File: src/sv/b64lw_pkg.sv
// ----------------------------------------------------------------------------
// b64lw_pkg
// Shared constants and the base64 alphabet lookup for the line-wrapping
// base64 encoder.
// ----------------------------------------------------------------------------
package b64lw_pkg;

  localparam logic [7:0] CharPad      = 8'h3D;  // '='
  localparam logic [7:0] CharNewline  = 8'h0A;
  localparam logic [7:0] WidthMin     = 8'd4;
  localparam logic [7:0] WidthReset   = 8'd72;
  localparam int unsigned NumSymbols  = 4;

  typedef logic [7:0] char_t;

  // Map a 6-bit sextet to its character in the standard alphabet.
  function automatic char_t b64_char(input logic [5:0] v);
    char_t c;
    c = 8'h00;
    if (v < 6'd26) begin
      c = 8'h41 + {2'b00, v};
    end else if (v < 6'd52) begin
      c = 8'h61 + {2'b00, v - 6'd26};
    end else if (v < 6'd62) begin
      c = 8'h30 + {2'b00, v - 6'd52};
    end else if (v == 6'd62) begin
      c = 8'h2B;
    end else begin
      c = 8'h2F;
    end
    return c;
  endfunction

endpackage

File: src/sv/base64_encoder_line_wrap.sv
// ----------------------------------------------------------------------------
// base64_encoder_line_wrap
// Streaming base64 encoder with line wrapping and '=' padding.
// ----------------------------------------------------------------------------
// Bytes enter one item per cycle on the input channel while in_ready_o is
// high; final_byte_i marks the last byte of a message. Two bytes of each
// group of three are held internally and produce nothing; the third byte
// (or the final byte) loads four characters into the result buffer, padded
// with '=' for a short final group. A running column counts characters; once
// it reaches the configured line width (values below 4 act as 4) a newline
// is sent right after that character and the column restarts. The column
// also restarts at the end of each message. Each group drains four or five
// characters on the output channel, one per cycle while out_ready_i is high,
// and run_end_o marks the last character of a group. Bytes that only fill
// the hold registers are accepted every cycle, even while the buffer drains;
// a group-completing byte waits in the input register until the buffer
// frees up. Sustained throughput is set by the single-character output port.
// line_width is written through the configuration channel, always ready, and
// takes effect on the next group.
// ----------------------------------------------------------------------------
module base64_encoder_line_wrap
  import b64lw_pkg::*;
(
  input  logic       clk_i,
  input  logic       rst_ni,
  // configuration
  input  logic       cfg_valid_i,
  output logic       cfg_ready_o,
  input  logic [7:0] cfg_line_width_i,
  // input bytes
  input  logic       in_valid_i,
  output logic       in_ready_o,
  input  logic [7:0] in_byte_i,
  input  logic       final_byte_i,
  // output characters
  output logic       out_valid_o,
  input  logic       out_ready_i,
  output logic [7:0] out_char_o,
  output logic       run_end_o
);

  // configuration register
  logic [7:0] line_width_q;
  logic [7:0] width_eff;

  // input register
  logic       in_vld_q;
  logic [7:0] in_byte_q;
  logic       in_last_q;

  // encoder state
  logic [7:0] pend_q [2];
  logic [1:0] pend_cnt_q;
  logic [7:0] col_q;

  // result buffer: four symbols, a newline flag after each
  char_t      sym_q [NumSymbols];
  logic [3:0] nl_q;
  logic [1:0] idx_q;
  logic       nl_phase_q;
  logic       out_vld_q;

  logic       emits;
  logic       out_last;
  logic       out_take;
  logic       buf_free;
  logic       consume;

  logic [7:0] g0, g1, g2;
  char_t      sym_d [NumSymbols];
  logic [3:0] nl_d;
  logic [7:0] col_d;

  assign cfg_ready_o = 1'b1;
  assign width_eff   = (line_width_q < WidthMin) ? WidthMin : line_width_q;

  // A byte completes a group when two are pending or it ends the message.
  assign emits    = (pend_cnt_q == 2'd2) || in_last_q;
  assign out_last = out_vld_q && (idx_q == 2'd3) && (nl_phase_q || !nl_q[3]);
  assign out_take = out_vld_q && out_ready_i;
  assign buf_free = !out_vld_q || (out_ready_i && out_last);
  assign consume  = in_vld_q && (!emits || buf_free);

  assign in_ready_o = !in_vld_q || consume;

  // Gather the group bytes; missing ones read as zero.
  always_comb begin
    g0 = 8'h00;
    g1 = 8'h00;
    g2 = 8'h00;
    case (pend_cnt_q)
      2'd0: begin
        g0 = in_byte_q;
      end
      2'd1: begin
        g0 = pend_q[0];
        g1 = in_byte_q;
      end
      default: begin
        g0 = pend_q[0];
        g1 = pend_q[1];
        g2 = in_byte_q;
      end
    endcase
  end

  // Form the four symbols and walk the column across them.
  always_comb begin
    logic [7:0] c;
    sym_d[0] = b64_char(g0[7:2]);
    sym_d[1] = b64_char({g0[1:0], g1[7:4]});
    sym_d[2] = (pend_cnt_q == 2'd0) ? CharPad : b64_char({g1[3:0], g2[7:6]});
    sym_d[3] = (pend_cnt_q != 2'd2) ? CharPad : b64_char(g2[5:0]);
    c = col_q;
    for (int i = 0; i < NumSymbols; i++) begin
      c = c + 8'd1;
      nl_d[i] = (c >= width_eff);
      if (nl_d[i]) begin
        c = 8'd0;
      end
    end
    col_d = c;
  end

  assign out_valid_o = out_vld_q;
  assign out_char_o  = nl_phase_q ? CharNewline : sym_q[idx_q];
  assign run_end_o   = out_last;

  always_ff @(posedge clk_i or negedge rst_ni) begin
    if (!rst_ni) begin
      line_width_q <= WidthReset;
      in_vld_q     <= 1'b0;
      pend_cnt_q   <= 2'd0;
      col_q        <= 8'd0;
      out_vld_q    <= 1'b0;
      idx_q        <= 2'd0;
      nl_phase_q   <= 1'b0;
    end else begin
      if (cfg_valid_i) begin
        line_width_q <= cfg_line_width_i;
      end

      // hold or refill the input register
      if (in_ready_o) begin
        in_vld_q <= in_valid_i;
      end

      // drain the result buffer
      if (out_take) begin
        if (out_last) begin
          out_vld_q <= 1'b0;
        end else if (!nl_phase_q && nl_q[idx_q]) begin
          nl_phase_q <= 1'b1;
        end else begin
          nl_phase_q <= 1'b0;
          idx_q      <= idx_q + 2'd1;
        end
      end

      if (consume) begin
        if (emits) begin
          // load a new group, clear pending bytes
          out_vld_q  <= 1'b1;
          idx_q      <= 2'd0;
          nl_phase_q <= 1'b0;
          pend_cnt_q <= 2'd0;
          col_q      <= in_last_q ? 8'd0 : col_d;
        end else begin
          pend_cnt_q <= pend_cnt_q + 2'd1;
        end
      end
    end
  end

  // payload registers
  always_ff @(posedge clk_i) begin
    if (in_ready_o && in_valid_i) begin
      in_byte_q <= in_byte_i;
      in_last_q <= final_byte_i;
    end
    if (consume && !emits) begin
      pend_q[pend_cnt_q[0]] <= in_byte_q;
    end
    if (consume && emits) begin
      for (int i = 0; i < NumSymbols; i++) begin
        sym_q[i] <= sym_d[i];
      end
      nl_q <= nl_d;
    end
  end

  // --------------------------------------------------------------------------
  // Assertions
  // --------------------------------------------------------------------------
  a_pend_cnt_range : assert property (@(posedge clk_i) disable iff (!rst_ni)
    pend_cnt_q != 2'd3)
    else $error("pending byte count out of range");

  a_col_range : assert property (@(posedge clk_i) disable iff (!rst_ni)
    col_q != 8'hFF)
    else $error("column counter reached 255");

  a_nl_phase : assert property (@(posedge clk_i) disable iff (!rst_ni)
    out_vld_q && nl_phase_q |-> nl_q[idx_q])
    else $error("newline sent where none was scheduled");

  a_msg_end_col : assert property (@(posedge clk_i) disable iff (!rst_ni)
    consume && in_last_q |=> col_q == 8'd0 && pend_cnt_q == 2'd0)
    else $error("column or pending bytes not cleared at message end");

  a_no_overrun : assert property (@(posedge clk_i) disable iff (!rst_ni)
    out_vld_q && !out_ready_i && in_vld_q && emits |=> in_vld_q)
    else $error("group loaded while result buffer busy");

endmodule

File: config.mk
export PLATFORM = sky130hd
export DESIGN_NAME = base64_encoder_line_wrap
export DESIGN_NICKNAME = d
export VERILOG_FILES = /design/src/sv/b64lw_pkg.sv /design/src/sv/base64_encoder_line_wrap.sv
export SDC_FILE = /design/constraint.sdc
export NUM_CORES = 1
export LEC_CHECK = 0
export ABC_AREA = 1
export BUFFER_PORTS_ARGS = -buffer_cell sky130_fd_sc_hd__buf_2
export CAP_MARGIN = 15
export CORE_ASPECT_RATIO = 0.5
export CORE_MARGIN = 5
export CORE_UTILIZATION = 35
export CTS_CLUSTER_SIZE = 30
export DETAILED_ROUTE_END_ITERATION = 8
export RECOVER_POWER = 100
export REMOVE_ABC_BUFFERS = 1
export SLEW_MARGIN = 20
export SYNTH_ARGS = -nofsm -noshare
export SYNTH_HDL_FRONTEND = slang
export SYNTH_SLANG_ARGS = --single-unit
File: constraint.sdc
create_clock -name clk_i -period 22.5 [get_ports clk_i]
set_clock_uncertainty 0.1 [all_clocks]
set_input_delay 4.5 -clock clk_i [delete_from_list [all_inputs] [get_ports clk_i]]
set_output_delay 4.5 -clock clk_i [all_outputs]
set_load 0.01 [all_outputs]
==> metrics.csv <==
metric,value,unit
status,"finished, violations left",
violations,"max-capacitance violations, max-slew violations",
area_growth,9.57,%
cts_setup_buffers,0,
drtIter0Drc,319,
ys.flop_type,edfxtp_1,
leakagePower,0.00353,µW
drive_gt1_share,7.31,%
clock.fmax,0.0986,GHz
seq_area_frac_synth,35.2,%
ys_warn_count,0,
die_area,22600,µm²
critical_path_class,reg2reg,
finalHoldWorstSlack,0.414,ns
cts_tree,built,
ios,34,
hold_class,reg2reg,
ys_async_sr_fraction,27.4,%
std_cell_rows,36,
crit_fanout,9,
root_buffer,clkbuf_16,
synth_top_family_by_area,simple AND/OR/NAND/NOR gates,
final_common_cell,nand2_1,
post-route-util,38.8,%
crit_slowest_cell,a211oi_1,
antennaDiodeCount,0,
nFillCells,1989,
synthXorXnorAreaFrac,5.08,%
slowest_delay,0.74,ns
final_cell_mix,"nand2_1, inv_1, nor2_1, ha_1, edfxtp_1",
wl_per_cell,13.6,µm
netlist_area,6850,µm²
dp_slack,12.81,ns
seq_area,2410,µm²
routed_wl,16000,µm
synth_cell_types,53,
end_kind,flip-flop,
synthCells,879,
clk_latency,0.34,ns
synthAdderAreaFrac,13.9,%
worstMarginPinSlew,1.72,ns
antenna_found_initial,0,
cts_resized,0,
period_minus_slack,10.15,ns
clk_pin_slew,0.06,ns
avgViaCountPerCell,4.92,
nets,1009,
synthMuxAreaShare,0.329,%
drc_errors,0,
timing.final.ws_setup,12.35,ns
ant_nets,0,
grt-ovfl-total,0,
die_h,109,µm
routed-via-count,5821,
hold_violations,0,
synth_edf_count,61,
clk_path_buf_depth,2,
start_util,35.5,%
setup_violations,0,
arrival,10.09,ns
finalSetupTns,0,ns
rsz0062_at_grt,no,
yosys.area_share.simple,25.3,%
period_share,45.1,%
drv_slew,33,
cts_sinks,84,
cts_buffers,9,
htree_levels,3,
drtPass1Iterations,5,
gr-usage-all-layers,14.4,%
multiInputGateArea,3840,µm²
cts_hold_buf,0,
cpMostUsedCell,nand2_1,
synth_compound_area_share,12.2,%
vdd_ir_drop_max,0.0523,mV
ys_ff_latch,84,
syn_area_per_cell,7.79,µm²
grt_max_degree,33,
power_density,149,nW/µm²
core_area,19300,µm²
dp_hpwl,12600,µm
die_w,208,µm
maxSlewHeadroom,-14.6,%
critPathRequiredTime,22.45,ns
grt_pass1_wl,26700,µm
place.gp.congestion,0.889,
first_global_vias,5626,
port_buffers,32,
timing.max_cap.violations,1,
cp-start-kind,flip-flop,
worst max-delay path, delay by kind of cell (launching register included):
family | cells | cell delay [ns]
XOR/XNOR | 3 | 0.64
buffers and inverters | 6 | 0.51
AND/OR/NAND/NOR | 23 | 3.62
adder cells (fa/ha/maj) | 7 | 1.65
flip-flops | 1 | 0.45
AO/OA/AOI/OAI | 6 | 2.89
synth_stat cells, types with 2 or more instances:
library cell | n | area share, %
o311ai_0 | 4 | 0.51
nand3_1 | 39 | 2.8
xor2_1 | 25 | 3.2
o21a_1 | 2 | 0.22
dfrtp_1 | 21 | 7.7
nor2_2 | 2 | 0.18
a21boi_0 | 3 | 0.33
a31oi_1 | 4 | 0.37
a211oi_2 | 2 | 0.37
nand2_1 | 195 | 11
edfxtp_1 | 61 | 27
mux2_2 | 2 | 0.33
o21ai_1 | 6 | 0.44
nor2_1 | 106 | 5.8
o221ai_1 | 3 | 0.38
a21oi_1 | 38 | 2.8
o41ai_1 | 2 | 0.26
or2_2 | 8 | 0.73
nand2_4 | 6 | 0.99
inv_1 | 124 | 6.8
o22ai_1 | 2 | 0.18
nand2_2 | 6 | 0.55
o21ai_0 | 56 | 4.1
ha_1 | 76 | 14
xnor2_1 | 11 | 1.4
a211oi_1 | 3 | 0.33
o21bai_1 | 2 | 0.22
nand3b_1 | 5 | 0.55
dfstp_2 | 2 | 0.77
nand4_1 | 14 | 1.3
o211ai_1 | 6 | 0.66
clkbuf_1 | 10 | 0.55
nor3_1 | 7 | 0.51
inv_2 | 6 | 0.33
a22oi_1 | 2 | 0.22
layer usage:
metal / wire (µm) / global-route usage (%)
met3: 507 / 1.81
met1: 7520 / 18.1
met5: 0 / 0
met4: 527 / 6.37
met2: 7460 / 25.4
per-stage QoR:
stage	area, µm²	total power [µW]	cells
6_report	7510	1120	1182
5_1_grt	7510	1240	1182
4_1_cts	7580	1130	1182
3_5_place_dp	7290	982	1166
3_3_place_gp	7290	970	1166
2_1_floorplan	6790	801	867
kinds of logic (layout without fill, tap and decap cells):
kind of cell / count (synthesis) / after routing
other: 1 / 1
buffers and inverters: 143 / 180
AO/OA/AOI/OAI: 140 / 140
flip-flops: 84 / 84
AND/OR/NAND/NOR: 395 / 395
adder cells (fa/ha/maj): 76 / 76
XOR/XNOR: 38 / 38
multiplexers: 2 / 2
worst paths after layout:
kind / to / depth (start not counted) / slack, ns / startpoint
hold reg to reg: col_q[1] / 2 / 0.41 / col_q[1]
setup / recovery: nl_q[3] / 45 / 12.35 / col_q[0]
hold / removal: col_q[1] / 2 / 0.41 / col_q[1]
max in group asynchronous: idx_q[0] / 1 / 17.24 / rst_ni
min in group asynchronous: line_width_q[2] / 1 / 4.31 / rst_ni
setup reg to reg: nl_q[3] / 45 / 12.35 / col_q[0]
power by group:
part	switching, µW	total [µW]	internal (µW)
Sequential	33.2	276	242
Clock	59.2	141	81.6
Combinational	459	702	242
cell type report:
class                      count  share of cell area [%]
inverter                     131                    6.55
sequential                    84                    32.1
multi-input combinational    652                    51.2
clock inverter                 4                   0.400
clock buffer                  12                    3.42
timing repair buffer          33                    1.93
tap                          266                    4.43
sequential cells by signal (all words and copies together), names as in the netlist:
signal,count
col_q,8
idx_q,2
in_byte_q,8
in_last_q,1
in_vld_q,1
line_width_q,8
nl_phase_q,1
nl_q,4
out_valid_o,1
pend_cnt_q,2
pend_q,16
sym_q,32
(Power assumes the default switching activity.)
